===== config.mk =====
export PLATFORM = sky130hd
export DESIGN_NAME = scsg_ctrl
export DESIGN_NICKNAME = d
export VERILOG_FILES = /design/src/sv/sound_channel_sample_generator_assert.svh /design/src/sv/scsg_pkg.sv /design/src/sv/scsg_ctrl.sv
export SDC_FILE = /design/constraint.sdc
export NUM_CORES = 1
export LEC_CHECK = 0
export ABC_AREA = 1
export BUFFER_PORTS_ARGS = -buffer_cell sky130_fd_sc_hd__buf_4
export CELL_PAD_IN_SITES_DETAIL_PLACEMENT = 1
export CELL_PAD_IN_SITES_GLOBAL_PLACEMENT = 1
export CORE_AREA = 3 3 40 42
export DETAILED_ROUTE_END_ITERATION = 12
export DIE_AREA = 0 0 43 45
export GPL_TIMING_DRIVEN = 0
export PLACE_DENSITY_LB_ADDON = 0.1
export SETUP_SLACK_MARGIN = 0.1
export SYNTH_ARGS = -nofsm -noshare
export SYNTH_HDL_FRONTEND = slang
export SYNTH_SLANG_ARGS = --single-unit

===== constraint.sdc =====
create_clock -name i_clk -period 1.4 [get_ports i_clk]
set_clock_uncertainty 0.05 [all_clocks]
set_input_delay 0.28 -clock i_clk [delete_from_list [all_inputs] [get_ports i_clk]]
set_output_delay 0.28 -clock i_clk [all_outputs]
set_load 0.05 [all_outputs]

===== src/sv/sound_channel_sample_generator_assert.svh =====
// Assertion macros for the sound channel sample generator.
// Used by the top level only; needs a clock and active-low reset argument.
`ifndef SOUND_CHANNEL_SAMPLE_GENERATOR_ASSERT_SVH
`define SOUND_CHANNEL_SAMPLE_GENERATOR_ASSERT_SVH
// Implication checked on every rising clock edge outside reset.
`define SCSG_ASSERT_IMP(label, clk, rst_n, a, c) \
    label: assert property (@(posedge clk) disable iff (!rst_n) (a) |-> (c)) \
        else $error("assertion failed");
// Next-cycle implication.
`define SCSG_ASSERT_NEXT(label, clk, rst_n, a, c) \
    label: assert property (@(posedge clk) disable iff (!rst_n) (a) |=> (c)) \
        else $error("assertion failed");
`endif


===== src/sv/scsg_pkg.sv =====
// Package for the sound channel sample generator: types, codes, step table.
// No dependencies.
package scsg_pkg;
    localparam int STEP_ENTRIES = 89;
    localparam logic [6:0] INDEX_MAX = 7'd88;
    localparam logic [14:0] NOISE_SEED = 15'h7FFF;
    localparam logic [14:0] NOISE_TAP = 15'h6000;

    typedef enum logic [2:0] {
        FMT_PCM8 = 3'd0, FMT_PCM16 = 3'd1, FMT_ADPCM = 3'd2,
        FMT_SQUARE = 3'd3, FMT_NOISE = 3'd4
    } t_format;

    localparam logic [1:0] RPT_LOOP = 2'd1;
    localparam logic [1:0] RPT_ONESHOT = 2'd2;

    localparam logic [2:0] REG_FORMAT = 3'd0;
    localparam logic [2:0] REG_LOOP_START = 3'd1;
    localparam logic [2:0] REG_LENGTH = 3'd2;
    localparam logic [2:0] REG_REPEAT = 3'd3;
    localparam logic [2:0] REG_VOLUME = 3'd4;
    localparam logic [2:0] REG_SHIFT = 3'd5;
    localparam logic [2:0] REG_PAN = 3'd6;
    localparam logic [2:0] REG_DUTY = 3'd7;

    typedef struct packed {
        logic        func;
        logic [15:0] fetch_data;
        logic [15:0] start_sample;
        logic [6:0]  start_index;
    } t_in;

    typedef struct packed {
        logic [15:0] left_sample;
        logic [15:0] right_sample;
        logic [15:0] mono_sample;
        logic [24:0] next_offset;
        logic        running;
    } t_out;

    typedef struct packed {
        logic load;    // capture input item
        logic decode;  // produce sample and advance state
        logic scale;   // volume and pan
    } t_cmd;

    function automatic logic [14:0] step_lookup(input logic [6:0] idx);
        logic [14:0] t [0:STEP_ENTRIES-1];
        t = '{15'h0007, 15'h0008, 15'h0009, 15'h000A, 15'h000B, 15'h000C, 15'h000D,
              15'h000E, 15'h0010, 15'h0011, 15'h0013, 15'h0015, 15'h0017, 15'h0019,
              15'h001C, 15'h001F, 15'h0022, 15'h0025, 15'h0029, 15'h002D, 15'h0032,
              15'h0037, 15'h003C, 15'h0042, 15'h0049, 15'h0050, 15'h0058, 15'h0061,
              15'h006B, 15'h0076, 15'h0082, 15'h008F, 15'h009D, 15'h00AD, 15'h00BE,
              15'h00D1, 15'h00E6, 15'h00FD, 15'h0117, 15'h0133, 15'h0151, 15'h0173,
              15'h0198, 15'h01C1, 15'h01EE, 15'h0220, 15'h0256, 15'h0292, 15'h02D4,
              15'h031C, 15'h036C, 15'h03C3, 15'h0424, 15'h048E, 15'h0502, 15'h0583,
              15'h0610, 15'h06AB, 15'h0756, 15'h0812, 15'h08E0, 15'h09C3, 15'h0ABD,
              15'h0BD0, 15'h0CFF, 15'h0E4C, 15'h0FBA, 15'h114C, 15'h1307, 15'h14EE,
              15'h1706, 15'h1954, 15'h1BDC, 15'h1EA5, 15'h21B6, 15'h2515, 15'h28CA,
              15'h2CDF, 15'h315B, 15'h364B, 15'h3BB9, 15'h41B2, 15'h4844, 15'h4F7E,
              15'h5771, 15'h602F, 15'h69CE, 15'h7462, 15'h7FFF};
        if (idx > INDEX_MAX) return t[INDEX_MAX];
        return t[idx];
    endfunction
endpackage


===== src/sv/scsg_ctrl.sv =====
// Controller: sequences load, decode, scale and output hold per item.
// Depends on scsg_pkg.
module scsg_ctrl (
    input  logic           i_clk,
    input  logic           i_rst_n,
    input  logic           i_in_valid,
    output logic           o_in_ready,
    output logic           o_out_valid,
    input  logic           i_out_ready,
    output scsg_pkg::t_cmd o_cmd
);
    import scsg_pkg::*;
    typedef enum logic [1:0] {S_IDLE, S_DECODE, S_SCALE, S_OUT} t_state;
    t_state r_state;

    assign o_in_ready  = (r_state == S_IDLE);
    assign o_out_valid = (r_state == S_OUT);
    assign o_cmd.load   = (r_state == S_IDLE) && i_in_valid;
    assign o_cmd.decode = (r_state == S_DECODE);
    assign o_cmd.scale  = (r_state == S_SCALE);

    always_ff @(posedge i_clk) begin
        if (!i_rst_n) begin
            r_state <= S_IDLE;
        end else begin
            unique case (r_state)
                S_IDLE:   if (i_in_valid) r_state <= S_DECODE;
                S_DECODE: r_state <= S_SCALE;
                S_SCALE:  r_state <= S_OUT;
                S_OUT:    if (i_out_ready) r_state <= S_IDLE;
                default:  r_state <= S_IDLE;
            endcase
        end
    end
endmodule


==> summary by stage, run 1 <==
Yosys
In the post-synthesis netlist, the biggest area contributors are ha_1, dfxtp_1, inv_1, nand2_1, nor2_1. Counting flops with an async set or reset pin after synthesis yields a share of 0. The top cell type by total area after synthesis is ha_1. The portion of netlist area occupied by mux cells is 0.

In this run, synthesis produced a sequential element count of 2. The count of synthesis-stage warnings from yosys is 0. The cell count after synthesis is 24.

After synthesis, the netlist uses 8 different library cells. The net count of the mapped netlist is 32. The number of enable flip-flop cells after synthesis is 0. Of the synthesized area, sequential elements account for 0.2370. Ranked by instance count, the synthesized netlist is headed by inv_1, nand2_1, ha_1. Of the total synthesized cell area, the portion taken by XOR and XNOR cells is 0.

The largest family of logic cells by synthesized area is adder cells. The area fraction of the dominant cell type after synthesis is 0.2963. The adder-cell area share of the yosys netlist is 0.2963.

In the post-synthesis netlist, the cell with the most instances is inv_1. Averaged over all synthesized cells, the footprint is 7.038 sq um. The simple-gate area share of the yosys netlist is 0.2741. The most used flip-flop cell after synthesis is dfxtp_1. The fraction of the mapped netlist area in compound gates was 0.05926. The combined area of all synthesized cells is 168.9 sq um.

Route
The remaining routing DRC violations is 0. After detailed routing, the total wire length is 454 um. The violation count after the first detailed-route iteration is 0.

The final routed wire length divided by cell count is 8.407 um. The routed via count is 193. The per-cell via count in the routed design is roughly 3.6. The detail route stage leaves a number of antenna-violating nets equal to 0. The iteration count of the initial detailed-routing pass is 1.

Run
The number of maximum-capacitance constraint violations is 0.

Global route
The all-layer global routing usage is 0.05980. The maximum number of pins on one net before global-route repair is 5. The number of global-route vias before repair is 200. The residual overflow from global routing is 0. The initial antenna violation count is 0. The global-route wire length before repair is 779 um.

Timing
Setup repair after global routing could not meet its margin everywhere. Setup violations remaining at the end of the flow were counted as 0. The period utilization is 0.9985. The final hold violation count came to 0. The max-slew violation count is 0. In the post-route analysis, the smallest setup slack over all paths is 0.002050 ns. For the pin with the worst max-slew slack, the measured transition is about 0.16 ns. For this run, the top clock speed supported by timing is slightly above 700 MHz.

In this run the tightest slew margin relative to its limit is 0.8948. Summed over all failing endpoints, the final setup total negative slack is 0 ns. The clock period minus worst slack is approximately 1.4 ns.

Placed design
Summing all placed instances gives a cell area of 266.5 sq um. Before CTS, the worst setup slack after placement is 0.02931 ns. The number of placed instances with taps included is 47. The detailed placement HPWL is about 330 um. The count of buffers from port buffering is 8. Routability-driven placement finished with a final weighted congestion of 0.5883.

Layout
From synthesis to final layout, the design area changed by 118.5%. Of the cells placed in the final design, the portion with a size suffix greater than 1 is 0.6667. The cell area after layout is 369.1 sq um. The count of inserted antenna diode cells is 0. The number of nets in the layout is 49. The register with the most flip-flops in the layout has 2 of them. The largest registers in the layout are r_state: 2 flops. The share of the core filled with cells in the final layout is 0.2872. Once layout is complete, the cells apart from fillers number 54. r_state holds more flip-flops than any other register.

Clock tree
The clock passes through at most 2 buffers. The clock drives 2 sinks. The number of buffers inserted during clock tree synthesis is 3. The clock input transition at the sequential cells of the worst setup and hold paths is around 0.03 ns. CTS built an H-tree with a depth of 1.

The root buffer cell chosen for the clock tree is clkbuf_4. The CTS tree is yes. The insertion delay to the later sink of the worst-skew pair is 0.22 ns.

Floorplanning
The width of the die is 43 um. The floorplan step defined a die boundary enclosing just under 2000 sq um. The number of primary I/O pins is 9. In this run the standard cell core region covers about 1300 sq um. Row generation in the floorplan step produced 13 rows. For this configuration, the core starts out at a cell density of 0.1315. The floorplan step set the die height to 45 um.

Worst setup path
The type of destination of the critical path is an output pin. The worst setup slack for register-to-register paths is 0.27 ns. In this run the worst path has a maximum fanout of 4. STA puts the critical path data required time at 1.07 ns.

The worst setup path is launched from a flip-flop. STA puts the critical path data arrival time at between 1 and 1.5 ns. The worst setup path is of the reg -> out kind.

Outcome
The flow ran to the end, and the final reports show no timing, DRC or antenna violations.

Min path
The type of the tightest min-delay check is in -> reg.

Power and ir drop
The worst-case IR drop observed on VDD is between 0.0007 and 0.0008 V. The power per standard cell area is 2600 nW/um^2. The analysis attributes to cell leakage a power of around 0.00018 uW.
[stage by stage]
| step | hold slack, ns | total power (uW) |
|---|---|---|
| after floorplan | 0.3506 | 556.2 |
| after global placement | 0.4846 | 664.4 |
| after detailed placement | 0.4761 | 662.6 |
| after CTS | 0.2357 | 952.7 |
| after global routing | 0.2351 | 1046 |
| final | 0.2396 | 959.5 |
[power breakdown]
part	switching [uW]	leakage, uW	internal, uW
clock	31.9	0.0000138	94.5
combinational	410	0.000150	304
sequential	26.7	0.0000175	92.4
total	469	0.000181	490
[layout by cell type (no fill, tap or decap)]
master	instances
buf_4	8
nand2_1	4
inv_1	3
nor2_1	3
clkbuf_4	3
a21oi_1	2
ha_4	2
buf_6	2
buf_8	2
inv_2	1
inv_4	1
nand2_4	1
clkinvlp_4	1
nand2_2	1
nand3_2	1
ha_1	1
ha_2	1
dfxtp_4	1
dfxtp_2	1
[layout make-up]
type | count | area [sq um]
timing repair buffer | 12 | 112.6
sequential | 2 | 45.04
clock buffer | 3 | 22.52
fill | 164 | 915.9
multi-input combinational | 16 | 141.4
inverter | 6 | 28.78
tap | 15 | 18.77
[cells by family after synthesis]
| family | after synthesis |
|---|---|
| and+or+nand+nor | 10 |
| buffers and inverters | 6 |
| adders and majority gates | 4 |
| AOI/OAI and AO/OA | 2 |
| DFF | 2 |
[worst max-delay path, cell delays in order (launching register included)]
cell and delay [ns]:
dfxtp_4 0.35, inv_4 0.04, ha_4 0.17, nand2_4 0.06
clkinvlp_4 0.08, buf_8 0.15
[routing by layer]
layer / share of wire / vias to the layer above / global-route usage
met4: 0.035 / 0 / 0.09036
met5: 0 / - / 0
li1: - / 100 / -
met2: 0.48 / 7 / 0.09880
met1: 0.41 / 84 / 0.04785
met3: 0.070 / 2 / 0.01594
[worst paths after layout]
| kind | depth (start not counted) | end | start |
|---|---|---|---|
| max | 5 | o_cmd[2] | r_state[0] |
| min reg2reg | 2 | r_state[0] | r_state[0] |
| min | 3 | r_state[1] | i_rst_n |
| max reg2reg | 6 | r_state[0] | r_state[0] |
[timing repair]
action                                 in CTS  in global routing
setup buffers                               3                  1
setup endpoints to repair                   5                  5
resized for setup                          14                  2
cloned                                      0                  0
endpoints found under the hold margin       0                  0
hold buffers                                0                  0
pin swaps                                   1                  1
No activity file was read; power rests on OpenSTA's default activity.
==> run 2: changes to the inputs <==
==> constraint.sdc (replaced) <==
create_clock -name i_clk -period 1.2 [get_ports i_clk]
set_clock_uncertainty 0.05 [all_clocks]
set_input_delay 0.24 -clock i_clk [delete_from_list [all_inputs] [get_ports i_clk]]
set_output_delay 0.24 -clock i_clk [all_outputs]
set_load 0.05 [all_outputs]
==> run 2 against run 1 <==
The flow now finishes with violations (setup timing); global-route usage rose by 0.17 points; highest routed layer is now met3; first-iteration DRC count did not move; worst setup slack got worse by 0.17 ns; register-to-register slack got worse by 0.26 ns; via count rose by 7.8%; count of clock-buffer cells in the layout did not move; power rose by 40%; flip-flop and latch count did not move; non-clock buffer count rose by 2.
==> summary by stage, run 2 (same netlist as run 1, synthesis figures left out) <==
Worst setup path
Setup slack on the worst reg-to-reg path comes out at 0.01 ns. The largest single stage delay on the critical path is 0.36 ns. The category of the worst setup path launch point is a flip-flop. The master of the slowest instance on the critical path is dfxtp_4. The data arrival time of the critical path is 1.08 ns.

The critical path in this run is classified as reg -> out. The capture point of the worst reg-to-reg path is r_state[1]. STA classifies the critical path endpoint as an output pin. The launch instance of the worst register-to-register path is r_state[1]. The maximum net fanout on the critical path is 3. The count of cells along the worst register-to-register path is 8.

STA puts the critical path data required time at 0.91 ns. Traced cell by cell, the critical path runs through inv_4 > ha_4 > nand2_4 > clkinvlp_4 > buf_8.

Layout
In the layout the commonest cells are buf_4, buf_8, nand2_4, inv_1, clkbuf_4. The number of flip-flops under the largest register name is 2. The share of final-layout standard cells stronger than drive strength 1 is 0.7805.

The number of nets in the layout is a little over 50. The largest registers in the layout are r_state: 2 flops. The most common cell after layout, fill and taps aside is buf_4.

The repair_antennas step left the layout with diodes totalling 0. Summing all non-filler instances in the final layout gives an area of approximately 430 sq um. The final cell count without fillers is 56.

The top register by number of flip-flops is r_state. Relative to the synthesized area, the layout overhead comes to 154.8%.

Route
For this block, the initial DRC count from the detailed router was 0. The routed via count is 208. The iteration count of the initial detailed-routing pass is 1. The detail route stage leaves a number of antenna-violating nets equal to 0.

The per-cell via count in the routed design is 3.714. The remaining routing DRC violations is 0. For this block, the routed nets add up to between 500 and 600 um of wire. The final routed wire length divided by cell count is 9.714 um.

Placed design
The instance area at placement is around 270 sq um. Buffers placed on the I/O ports in this run total 8. Before CTS, the worst setup slack after placement is -0.01264 ns. The global placement routability congestion is 0.6107. In this run, placement finished with an instance count of 47.

Clock tree
CTS built an H-tree with a depth of 1. After clock tree synthesis, the clock-pin slew on the worst setup and hold paths is 0.03 ns. The root buffer cell chosen for the clock tree is clkbuf_4.

The number of clock buffers added by TritonCTS is 3. TritonCTS built the clock tree. In this run the deepest clock path goes through 2 buffers. For the worst-skew pair, the clock arrives at the later sink with an insertion delay of ~0.22 ns.

The clock drives 2 sinks.

Timing
The clock period minus worst slack is 1.365 ns. The final hold violation count is 0. The worst slew margin relative to its limit is 0.9268. Setup violations remaining at the end of the flow were counted as 5. The max-slew violation count is 0. Across all setup checks in the final design, the least slack found is -0.1651 ns. The measured slew at the worst slew-check pin is 0.1098 ns. Derived from the worst setup path, the maximum achievable clock frequency is 732.6 MHz.

The period utilization is 1.138. Setup repair after global routing could not meet its margin everywhere.

Min path
For hold timing, the worst endpoint is r_state[1]. The tightest min-delay check is of the in -> reg type. The startpoint of the lowest-slack hold path is i_rst_n. The worst hold path was traced through 3 stages.

Global route
The all-layer global routing usage is 0.06146. The initial antenna violation count is 0. The first global-routing pass estimated 828 um of wire.

The residual overflow from global routing is 0. The number of global-route vias before repair is 222. Entering global routing, the biggest net connects 5 pins.

Run
The number of maximum-capacitance constraint violations is 0.

Floorplanning
From bottom edge to top edge, the die measures 45 um. The number of primary I/O pins is 9. The die covers roughly 1900 sq um. The starting utilization of the core area is 0.1315. The count of standard-cell rows is 13.

The width of the die is 43 um. The area inside the core boundary is roughly 1300 sq um.

Power and ir drop
The leakage dissipation is 0.0002111 uW. For this design the ratio of total power to cell area is 3112 nW/um^2. VDD sags by at most 0.0007794 V.

Outcome
The checks that failed: setup timing. The run finished, with violations left.
## run 2: worst max path at each step
stage	slack, ns	to	cells past startpoint	from
2_1_floorplan	-0.02	o_cmd[2]	4	r_state[1]
3_3_place_gp	0.01	o_cmd[2]	5	r_state[1]
3_5_place_dp	-0.01	o_cmd[2]	5	r_state[1]
4_1_cts	-0.19	o_cmd[2]	5	r_state[0]
5_1_grt	-0.20	o_cmd[2]	5	r_state[1]
6_report	-0.17	o_cmd[2]	5	r_state[1]
## run 2: where the power goes
group	switching [uW]	internal, uW
clock network	36.2	110
registers	39.1	113
logic	552	489
total	628	712
## run 2: area by class of cell
type | count | area [sq um]
Timing Repair Buffer | 14 | 142.6
Clock buffer | 3 | 22.52
Fill cell | 153 | 854.6
Tap cell | 15 | 18.77
Inverter | 6 | 31.28
Multi-Input combinational cell | 16 | 167.7
Sequential cell | 2 | 47.55
## run 2: through the flow
stage	TNS (ns)	util	power, uW	hold WS [ns]
detailed placement	-0.01264	0.2132	809.2	0.4368
finish	-0.6576	0.3350	1340	0.2040
floorplan	-0.01774	-	674.6	0.3032
CTS	-0.5878	0.2950	1206	0.2048
global placement	0	0.2132	793.5	0.4366
global route	-0.9007	0.3350	1435	0.2047
## run 2: layer usage
metal	part of all wire	vias to the layer above	global-route usage	wire length, um
met4	0	0	0.07229	0
li1	-	105	-	-
met2	0.60	6	0.1138	327
met1	0.33	97	0.05024	182
met3	0.061	0	0.01195	33
met5	0	-	0	0
## run 2: what timing repair did
item | in CTS | in global routing
hold buffers | 0 | 0
pin swaps | 1 | 8
gates cloned | 0 | 0
resized for setup | 13 | 10
buffers inserted | 4 | 2
setup endpoints to repair | 5 | 7
## run 2: critical path: cells and delay by family, from the launching register on
kind	cells	cell delay (ns)
adder cells (fa/ha/maj)	1	0.16
buffers and inverters	3	0.27
flip-flops	1	0.36
AND/OR/NAND/NOR	1	0.06
