$ cat src/sv/sound_channel_sample_generator_assert.svh
// Assertion macros for the sound channel sample generator.
// Used by the top level only; needs a clock and active-low reset argument.
`ifndef SOUND_CHANNEL_SAMPLE_GENERATOR_ASSERT_SVH
`define SOUND_CHANNEL_SAMPLE_GENERATOR_ASSERT_SVH
// Implication checked on every rising clock edge outside reset.
`define SCSG_ASSERT_IMP(label, clk, rst_n, a, c) \
    label: assert property (@(posedge clk) disable iff (!rst_n) (a) |-> (c)) \
        else $error("assertion failed");
// Next-cycle implication.
`define SCSG_ASSERT_NEXT(label, clk, rst_n, a, c) \
    label: assert property (@(posedge clk) disable iff (!rst_n) (a) |=> (c)) \
        else $error("assertion failed");
`endif

$ cat src/sv/scsg_pkg.sv
// Package for the sound channel sample generator: types, codes, step table.
// No dependencies.
package scsg_pkg;
    localparam int STEP_ENTRIES = 89;
    localparam logic [6:0] INDEX_MAX = 7'd88;
    localparam logic [14:0] NOISE_SEED = 15'h7FFF;
    localparam logic [14:0] NOISE_TAP = 15'h6000;

    typedef enum logic [2:0] {
        FMT_PCM8 = 3'd0, FMT_PCM16 = 3'd1, FMT_ADPCM = 3'd2,
        FMT_SQUARE = 3'd3, FMT_NOISE = 3'd4
    } t_format;

    localparam logic [1:0] RPT_LOOP = 2'd1;
    localparam logic [1:0] RPT_ONESHOT = 2'd2;

    localparam logic [2:0] REG_FORMAT = 3'd0;
    localparam logic [2:0] REG_LOOP_START = 3'd1;
    localparam logic [2:0] REG_LENGTH = 3'd2;
    localparam logic [2:0] REG_REPEAT = 3'd3;
    localparam logic [2:0] REG_VOLUME = 3'd4;
    localparam logic [2:0] REG_SHIFT = 3'd5;
    localparam logic [2:0] REG_PAN = 3'd6;
    localparam logic [2:0] REG_DUTY = 3'd7;

    typedef struct packed {
        logic        func;
        logic [15:0] fetch_data;
        logic [15:0] start_sample;
        logic [6:0]  start_index;
    } t_in;

    typedef struct packed {
        logic [15:0] left_sample;
        logic [15:0] right_sample;
        logic [15:0] mono_sample;
        logic [24:0] next_offset;
        logic        running;
    } t_out;

    typedef struct packed {
        logic load;    // capture input item
        logic decode;  // produce sample and advance state
        logic scale;   // volume and pan
    } t_cmd;

    function automatic logic [14:0] step_lookup(input logic [6:0] idx);
        logic [14:0] t [0:STEP_ENTRIES-1];
        t = '{15'h0007, 15'h0008, 15'h0009, 15'h000A, 15'h000B, 15'h000C, 15'h000D,
              15'h000E, 15'h0010, 15'h0011, 15'h0013, 15'h0015, 15'h0017, 15'h0019,
              15'h001C, 15'h001F, 15'h0022, 15'h0025, 15'h0029, 15'h002D, 15'h0032,
              15'h0037, 15'h003C, 15'h0042, 15'h0049, 15'h0050, 15'h0058, 15'h0061,
              15'h006B, 15'h0076, 15'h0082, 15'h008F, 15'h009D, 15'h00AD, 15'h00BE,
              15'h00D1, 15'h00E6, 15'h00FD, 15'h0117, 15'h0133, 15'h0151, 15'h0173,
              15'h0198, 15'h01C1, 15'h01EE, 15'h0220, 15'h0256, 15'h0292, 15'h02D4,
              15'h031C, 15'h036C, 15'h03C3, 15'h0424, 15'h048E, 15'h0502, 15'h0583,
              15'h0610, 15'h06AB, 15'h0756, 15'h0812, 15'h08E0, 15'h09C3, 15'h0ABD,
              15'h0BD0, 15'h0CFF, 15'h0E4C, 15'h0FBA, 15'h114C, 15'h1307, 15'h14EE,
              15'h1706, 15'h1954, 15'h1BDC, 15'h1EA5, 15'h21B6, 15'h2515, 15'h28CA,
              15'h2CDF, 15'h315B, 15'h364B, 15'h3BB9, 15'h41B2, 15'h4844, 15'h4F7E,
              15'h5771, 15'h602F, 15'h69CE, 15'h7462, 15'h7FFF};
        if (idx > INDEX_MAX) return t[INDEX_MAX];
        return t[idx];
    endfunction
endpackage

$ cat src/sv/scsg_datapath.sv
// Datapath: channel state, sample decode, volume and pan scaling.
// Depends on scsg_pkg.
module scsg_datapath (
    input  logic           i_clk,
    input  logic           i_rst_n,
    input  logic           i_cfg_we,
    input  logic [2:0]     i_cfg_index,
    input  logic [21:0]    i_cfg_data,
    input  scsg_pkg::t_cmd i_cmd,
    input  scsg_pkg::t_in  i_item,
    output scsg_pkg::t_out o_result
);
    import scsg_pkg::*;

    logic [2:0]  r_format;
    logic [15:0] r_loop_start;
    logic [21:0] r_length;
    logic [1:0]  r_repeat;
    logic [6:0]  r_volume, r_pan;
    logic [1:0]  r_shift;
    logic [2:0]  r_duty;

    logic [24:0] r_offset;
    logic        r_running, r_high;
    logic [15:0] r_pred, r_loop_pred;
    logic [6:0]  r_index, r_loop_index;
    logic [2:0]  r_phase;
    logic [14:0] r_noise;

    t_in         r_item;
    logic        r_emit;
    logic signed [15:0] r_s, r_m;

    // decode
    logic [24:0] loop_begin, loop_end, n_offset, adv;
    logic signed [15:0] n_s, n_pred_step;
    logic [6:0]  n_index_step;
    logic [3:0]  nib;
    logic [14:0] step;
    logic [18:0] diff;
    logic signed [17:0] sum;
    logic signed [7:0] idx_sum;
    logic signed [7:0] delta;

    always_comb begin
        loop_begin = {7'd0, r_loop_start, 2'b00};
        loop_end   = loop_begin + {1'b0, r_length, 2'b00};
        nib  = r_high ? r_item.fetch_data[7:4] : r_item.fetch_data[3:0];
        step = step_lookup(r_index);
        diff = ({15'd0, nib[2:0], 1'b1} * {4'd0, step}) >> 3;
        sum  = nib[3] ? $signed({{2{r_pred[15]}}, r_pred}) - $signed({1'b0, diff[16:0]})
                      : $signed({{2{r_pred[15]}}, r_pred}) + $signed({1'b0, diff[16:0]});
        n_pred_step = (sum > 18'sd32767) ? 16'sh7FFF :
                      (sum < -18'sd32768) ? 16'sh8000 : sum[15:0];
        delta = nib[2] ? $signed({5'd0, nib[1:0], 1'b0}) + 8'sd2 : -8'sd1;
        idx_sum = $signed({1'b0, r_index}) + delta;
        n_index_step = (idx_sum < 0) ? 7'd0 :
                       (idx_sum > $signed({1'b0, INDEX_MAX})) ? INDEX_MAX : idx_sum[6:0];
        adv = 25'd0;
        n_s = '0;
        case (r_format)
            FMT_PCM8:  begin n_s = {r_item.fetch_data[7:0], 8'd0}; adv = 25'd1; end
            FMT_PCM16: begin n_s = r_item.fetch_data; adv = 25'd2; end
            FMT_ADPCM: begin n_s = n_pred_step; adv = {24'd0, r_high}; end
            FMT_SQUARE: n_s = (r_phase <= r_duty) ? 16'sh7FFF : 16'sh8000;
            FMT_NOISE:  n_s = r_noise[0] ? 16'sh8000 : 16'sh7FFF;
            default: n_s = '0;
        endcase
        n_offset = r_offset + adv;
    end

    // scale
    logic signed [15:0] shifted;
    logic signed [23:0] vprod;
    logic signed [15:0] m_val;
    logic signed [23:0] lprod, rprod;
    always_comb begin
        case (r_shift)
            2'd0: shifted = r_s;
            2'd1: shifted = r_s >>> 1;
            2'd2: shifted = r_s >>> 2;
            default: shifted = r_s >>> 4;
        endcase
        vprod = shifted * $signed({1'b0, r_volume});
        m_val = vprod[22:7];
        lprod = r_m * $signed({1'b0, 8'd128 - {1'b0, r_pan}});
        rprod = r_m * $signed({2'b0, r_pan});
    end

    always_ff @(posedge i_clk) begin
        if (!i_rst_n) begin
            r_format <= '0; r_loop_start <= '0; r_length <= '0; r_repeat <= '0;
            r_volume <= '0; r_shift <= '0; r_pan <= 7'd64; r_duty <= '0;
            r_offset <= '0; r_running <= 1'b0; r_high <= 1'b0;
            r_pred <= '0; r_index <= '0; r_loop_pred <= '0; r_loop_index <= '0;
            r_phase <= '0; r_noise <= NOISE_SEED; r_emit <= 1'b0;
        end else begin
            if (i_cfg_we) begin
                unique case (i_cfg_index)
                    REG_FORMAT:     r_format <= i_cfg_data[2:0];
                    REG_LOOP_START: r_loop_start <= i_cfg_data[15:0];
                    REG_LENGTH:     r_length <= i_cfg_data;
                    REG_REPEAT:     r_repeat <= i_cfg_data[1:0];
                    REG_VOLUME:     r_volume <= i_cfg_data[6:0];
                    REG_SHIFT:      r_shift <= i_cfg_data[1:0];
                    REG_PAN:        r_pan <= i_cfg_data[6:0];
                    REG_DUTY:       r_duty <= i_cfg_data[2:0];
                    default: ;
                endcase
            end
            if (i_cmd.decode) begin
                r_emit <= 1'b0;
                r_s <= '0;
                if (r_item.func) begin
                    r_offset <= '0; r_running <= 1'b1; r_high <= 1'b0;
                    r_pred <= r_item.start_sample;
                    r_index <= (r_item.start_index > INDEX_MAX) ? INDEX_MAX
                                                                : r_item.start_index;
                    r_phase <= '0; r_noise <= NOISE_SEED;
                end else if (r_running) begin
                    r_emit <= 1'b1;
                    r_s <= n_s;
                    if (r_offset == loop_begin && !r_high) begin
                        r_loop_pred <= r_pred; r_loop_index <= r_index;
                    end
                    if (r_format == FMT_ADPCM) begin
                        r_high <= !r_high;
                        r_pred <= n_pred_step; r_index <= n_index_step;
                    end
                    if (r_format == FMT_SQUARE) r_phase <= r_phase + 3'd1;
                    if (r_format == FMT_NOISE)
                        r_noise <= r_noise[0] ? ((r_noise >> 1) ^ NOISE_TAP) : (r_noise >> 1);
                    r_offset <= n_offset;
                    if (n_offset >= loop_end) begin
                        if (r_repeat == RPT_LOOP) begin
                            r_offset <= loop_begin;
                            r_pred <= (r_offset == loop_begin && !r_high) ? r_pred : r_loop_pred;
                            r_index <= (r_offset == loop_begin && !r_high) ? r_index
                                                                           : r_loop_index;
                        end else if (r_repeat == RPT_ONESHOT) begin
                            r_running <= 1'b0;
                        end
                    end
                end
            end
        end
    end

    always_ff @(posedge i_clk) begin
        if (i_cmd.load) r_item <= i_item;
        if (i_cmd.scale) r_m <= r_emit ? m_val : 16'sd0;
    end

    assign o_result.left_sample  = lprod[22:7];
    assign o_result.right_sample = rprod[22:7];
    assign o_result.mono_sample  = r_m;
    assign o_result.next_offset  = r_offset;
    assign o_result.running      = r_running;
endmodule

$ cat config.mk
export PLATFORM = sky130hd
export DESIGN_NAME = scsg_datapath
export DESIGN_NICKNAME = d
export VERILOG_FILES = /design/src/sv/sound_channel_sample_generator_assert.svh /design/src/sv/scsg_pkg.sv /design/src/sv/scsg_datapath.sv
export SDC_FILE = /design/constraint.sdc
export NUM_CORES = 2
export LEC_CHECK = 0
export ABC_AREA = 1
export BUFFER_PORTS_ARGS = -buffer_cell sky130_fd_sc_hd__buf_2
export CORE_ASPECT_RATIO = 0.5
export CORE_UTILIZATION = 58
export DETAILED_ROUTE_END_ITERATION = 16
export PLACE_DENSITY = 0.78
export SYNTH_ARGS = -nofsm -noshare
export SYNTH_HDL_FRONTEND = slang
export SYNTH_SLANG_ARGS = --single-unit
$ cat constraint.sdc
create_clock -name i_clk -period 7.79 [get_ports i_clk]
set_clock_uncertainty 0.05 [all_clocks]
set_input_delay 1.1685 -clock i_clk [delete_from_list [all_inputs] [get_ports i_clk]]
set_output_delay 1.1685 -clock i_clk [all_outputs]
set_load 0.05 [all_outputs]
==> impl_metrics.xml <==
<?xml version="1.0" encoding="UTF-8"?>
<metrics>
  <group name="synthesis">
    <metric name="count_of_flip_flops_with_a_built_in_enable_after_synthesis" unit="">72</metric>
    <metric name="total_of_flip_flops_plus_latches_after_synthesis" unit="">226</metric>
    <metric name="post_syn_area" unit="sq um">28000</metric>
    <metric name="main_area_contributors_after_synthesis" unit="">fa_1 21%, dfxtp_1 11%, ha_1 10%</metric>
    <metric name="yosysTopAreaCell" unit="">fa_1</metric>
    <metric name="syn_avg_cell_area" unit="sq um">7.42</metric>
    <metric name="synth_async_sr_flop_share" unit="">0</metric>
    <metric name="area_share_of_the_leading_cell_type_in_the_synthesized_netlist" unit="">0.209</metric>
    <metric name="syn_inst" unit="">3770</metric>
    <metric name="dominantRegCellSynth" unit="">dfxtp_1</metric>
    <metric name="yosys.cell_types.count" unit="">58</metric>
    <metric name="yosysSeqAreaShare" unit="">0.187</metric>
    <metric name="syn-num-nets" unit="">4365</metric>
    <metric name="yosys_warnings" unit="">0</metric>
  </group>
  <group name="cts">
    <metric name="postCtsHoldBufs" unit="">0</metric>
    <metric name="cts.reportedPaths.clkPinSlew" unit="ps">60</metric>
    <metric name="numClockSinks" unit="">226</metric>
    <metric name="clock_insertion_delay_worst_skew" unit="ps">570</metric>
    <metric name="cts_root_buffer" unit="">clkbuf_16</metric>
    <metric name="cts.htree.levels" unit="">1</metric>
    <metric name="cts.path.max_buffers" unit="">3</metric>
    <metric name="tritoncts.num_buffers" unit="">25</metric>
    <metric name="cts_tree" unit="">built</metric>
  </group>
  <group name="die">
    <metric name="floorplan.io_pins" unit="">145</metric>
    <metric name="dieWidth" unit="microns">313</metric>
    <metric name="design.die.area" unit="sq um">49200</metric>
    <metric name="core_region_area" unit="sq um">47200</metric>
    <metric name="dieHeight" unit="microns">157</metric>
    <metric name="std_cell_rows" unit="">56</metric>
    <metric name="starting_density" unit="">0.593</metric>
  </group>
  <group name="timing">
    <metric name="tightestPinTransition" unit="ps">1150</metric>
    <metric name="max_slew_margin" unit="">0.234</metric>
    <metric name="max_freq" unit="GHz">0.133</metric>
    <metric name="timing.setup.tns" unit="ps">0</metric>
    <metric name="layout_min_cycle_time" unit="ps">7490</metric>
    <metric name="final-max-slew-violation-count" unit="">0</metric>
    <metric name="timing_hold_violations_final" unit="">0</metric>
    <metric name="fin_crit_sh" unit="">0.962</metric>
    <metric name="setup_viol_count_final" unit="">0</metric>
  </group>
  <group name="cells_and_area">
    <metric name="finalInstanceArea" unit="sq um">30900</metric>
    <metric name="n_fill_cell" unit="">3988</metric>
    <metric name="drive_gt1_frac" unit="">0.106</metric>
    <metric name="syn2layout_area_growth" unit="%">10.6</metric>
    <metric name="num-nets-final" unit="">4501</metric>
    <metric name="insertedDiodeCount" unit="">0</metric>
    <metric name="fin_cells" unit="">4563</metric>
  </group>
  <group name="hold_path">
    <metric name="min_from" unit="">r_duty[2]</metric>
    <metric name="worstHoldPathType" unit="">flip-flop to flip-flop</metric>
  </group>
  <group name="route">
    <metric name="initialDrtViolationCount" unit="">2014</metric>
    <metric name="num_vias" unit="">25400</metric>
    <metric name="vias_per_cell" unit="">5.57</metric>
    <metric name="drc_markers" unit="">0</metric>
    <metric name="totalWireLength" unit="microns">76500</metric>
    <metric name="ant_nets" unit="">0</metric>
    <metric name="first_pass_detailed_route_iteration_total" unit="">6</metric>
    <metric name="wl_per_cell" unit="microns">16.8</metric>
  </group>
  <group name="placement">
    <metric name="port-buffer-count" unit="">144</metric>
    <metric name="place_hpwl" unit="microns">59200</metric>
    <metric name="placed_cells_incl_taps" unit="">4485</metric>
    <metric name="area_after_dpl" unit="sq um">29500</metric>
    <metric name="place.gp.congestion" unit="">0.958</metric>
  </group>
  <group name="worst_setup_path">
    <metric name="timing.critical_path.slowest_stage_cell" unit="">fa_1</metric>
    <metric name="critical_path_arrival" unit="ps">6270</metric>
    <metric name="cp_common_cell" unit="">nand2_1</metric>
    <metric name="critical_path.startpoint" unit="">r_pan[0]</metric>
    <metric name="critical_path.endpoint_type" unit="">output pin</metric>
    <metric name="crit_path_max_incr_delay" unit="ps">550</metric>
    <metric name="crit_type" unit="">flip-flop to output pin</metric>
    <metric name="start_kind" unit="">flip-flop</metric>
    <metric name="required" unit="ps">6570</metric>
    <metric name="crit-reg2reg-launch" unit="">r_index[0]</metric>
    <metric name="critPathMaxFanout" unit="">10</metric>
  </group>
  <group name="pwr">
    <metric name="power_switching_share" unit="">0.464</metric>
    <metric name="internal-power" unit="W">0.00327</metric>
    <metric name="clk_network_pwr_share" unit="">0.205</metric>
    <metric name="power.sequential.fraction" unit="">0.219</metric>
    <metric name="switching_power_total" unit="W">0.00283</metric>
    <metric name="vdd_ir_max" unit="mV">0.207</metric>
    <metric name="share_comb_of_total_power" unit="">0.576</metric>
    <metric name="cellLeakagePower" unit="nW">15.9</metric>
    <metric name="pwr_density_cell" unit="nW/um^2">197</metric>
  </group>
  <group name="grt">
    <metric name="grt_first_pass_wirelength" unit="microns">122000</metric>
    <metric name="grt_util_all_layers" unit="">0.306</metric>
    <metric name="antenna_found_initial" unit="">0</metric>
    <metric name="grt_start_max_net_pins" unit="">77</metric>
    <metric name="gr-total-overflow" unit="">0</metric>
    <metric name="via_count_of_the_first_global_routing_pass" unit="">24800</metric>
  </group>
  <group name="run">
    <metric name="max_cap_viols" unit="">0</metric>
  </group>
  <group name="run_status">
    <metric name="outcome" unit="">finished clean</metric>
  </group>
</metrics>
[power groups by stage]
stage	Clock, W	Combinational, W	Sequential, W
global route	0.00131	0.00387	0.00134
detailed placement	0	0.00326	0.00136
global placement	0	0.00321	0.00136
CTS	0.00126	0.00329	0.00133
finish	0.00125	0.00351	0.00133
floorplan	0	0.00243	0.00134
[metal layers]
| layer | up-vias | routed length [microns] | global-route usage |
|---|---|---|---|
| li1 | 12200 | - | - |
| met1 | 12100 | 31600 | 0.385 |
| met2 | 935 | 37400 | 0.549 |
| met3 | 182 | 4670 | 0.0303 |
| met4 | 0 | 2780 | 0.112 |
| met5 | - | 0 | 0 |
[through the flow]
step / hold slack, ps / utilization / power (W) / setup WS [ps]
floorplan: 383 / - / 0.00377 / 128
global placement: 405 / 0.625 / 0.00456 / 268
detailed placement: 410 / 0.625 / 0.00462 / 125
CTS: 419 / 0.644 / 0.00588 / 40.1
global route: 451 / 0.655 / 0.00652 / -61.3
finish: 416 / 0.655 / 0.00610 / 298
[cells by family (layout without fill, tap and decap cells)]
kind of cell | Yosys count | count (layout) | share of synthesized area
xor+xnor | 141 | 141 | 0.0444
simple gates | 1305 | 1308 | 0.197
fa+ha+maj | 524 | 524 | 0.313
compound gates | 655 | 655 | 0.133
buf+inv | 919 | 1071 | 0.125
flops | 226 | 226 | 0.187
[cells in the final DEF (no fill, tap or decap), types with 16 or more instances in the layout]
master / n
buf_4: 103
nor2_1: 375
nor3_1: 18
a21oi_2: 16
a31oi_1: 24
nand2_2: 20
clkbuf_16: 26
dfxtp_1: 152
nand3_2: 21
ha_1: 225
nand3_1: 139
edfxtp_1: 72
buf_2: 140
o21ai_0: 180
xnor2_1: 61
inv_1: 762
a221oi_1: 16
o22ai_1: 24
nand2_1: 660
a21oi_1: 271
xor2_1: 77
nand4_1: 20
fa_1: 292
o211ai_1: 25
o21ai_1: 19
[cell type report]
class | instances | area (sq um) | share of cell area
clock buffers | 37 | 712 | 0.0230
inverters | 775 | 2910 | 0.0942
multi-input cells | 2628 | 19600 | 0.632
clock inverters | 9 | 135 | 0.00437
flip-flops and latches | 226 | 5250 | 0.170
repair buffers | 250 | 1570 | 0.0507
well taps | 638 | 798 | 0.0258
[worst max-delay path: cells and delay by family (launching register included)]
family	cells	cell delay [ps]
flip-flops	1	330
AO/OA/AOI/OAI	6	1010
buffers and inverters	8	890
XOR/XNOR	2	320
adder cells (fa/ha/maj)	6	2480
AND/OR/NAND/NOR	8	690
[what timing repair did]
| action | 4_1_cts | 5_1_grt |
|---|---|---|
| setup buffers | 0 | 29 |
| cloned | 0 | 3 |
| setup endpoints to repair | 3 | 42 |
| resized for setup | 5 | 69 |
| pin swaps | 0 | 15 |
[worst paths after layout]
check	slack, ps	cells past startpoint	end
setup / recovery	300	30	o_result[72]
hold / removal	420	2	r_duty[2]
hold reg to reg	420	2	r_duty[2]
setup reg to reg	360	40	r_s[13]
[cells in the mapped netlist, drive strengths merged (3+ instances only)]
| master | number |
|---|---|
| a211oi | 13 |
| a21boi | 3 |
| a21o | 7 |
| a21oi | 288 |
| a221oi | 16 |
| a311oi | 4 |
| a31oi | 24 |
| buf | 18 |
| clkbuf | 126 |
| clkinv | 6 |
| dfxtp | 154 |
| edfxtp | 72 |
| fa | 292 |
| ha | 232 |
| inv | 769 |
| nand2 | 684 |
| nand3 | 162 |
| nand3b | 9 |
| nand4 | 20 |
| nor2 | 385 |
| nor3 | 23 |
| nor4 | 12 |
| o2111ai | 3 |
| o211ai | 25 |
| o21a | 7 |
| o21ai | 200 |
| o21bai | 11 |
| o221ai | 7 |
| o22ai | 24 |
| o311ai | 6 |
| o31ai | 9 |
| or2 | 9 |
| xnor2 | 61 |
| xor2 | 80 |
[sequential cells by signal, summed over array words and instances (netlist names), 3 cells and up]
| name | cells |
|---|---|
| r_pan | 7 |
| r_noise | 15 |
| r_volume | 7 |
| r_m | 16 |
| r_s | 16 |
| r_pred | 16 |
| r_index | 7 |
| r_loop_index | 7 |
| r_loop_pred | 16 |
| r_loop_start | 16 |
| r_phase | 3 |
| r_duty | 3 |
| r_length | 22 |
| r_format | 3 |
| r_item | 40 |
| r_offset | 25 |
Power figures use the tool's default switching activity.
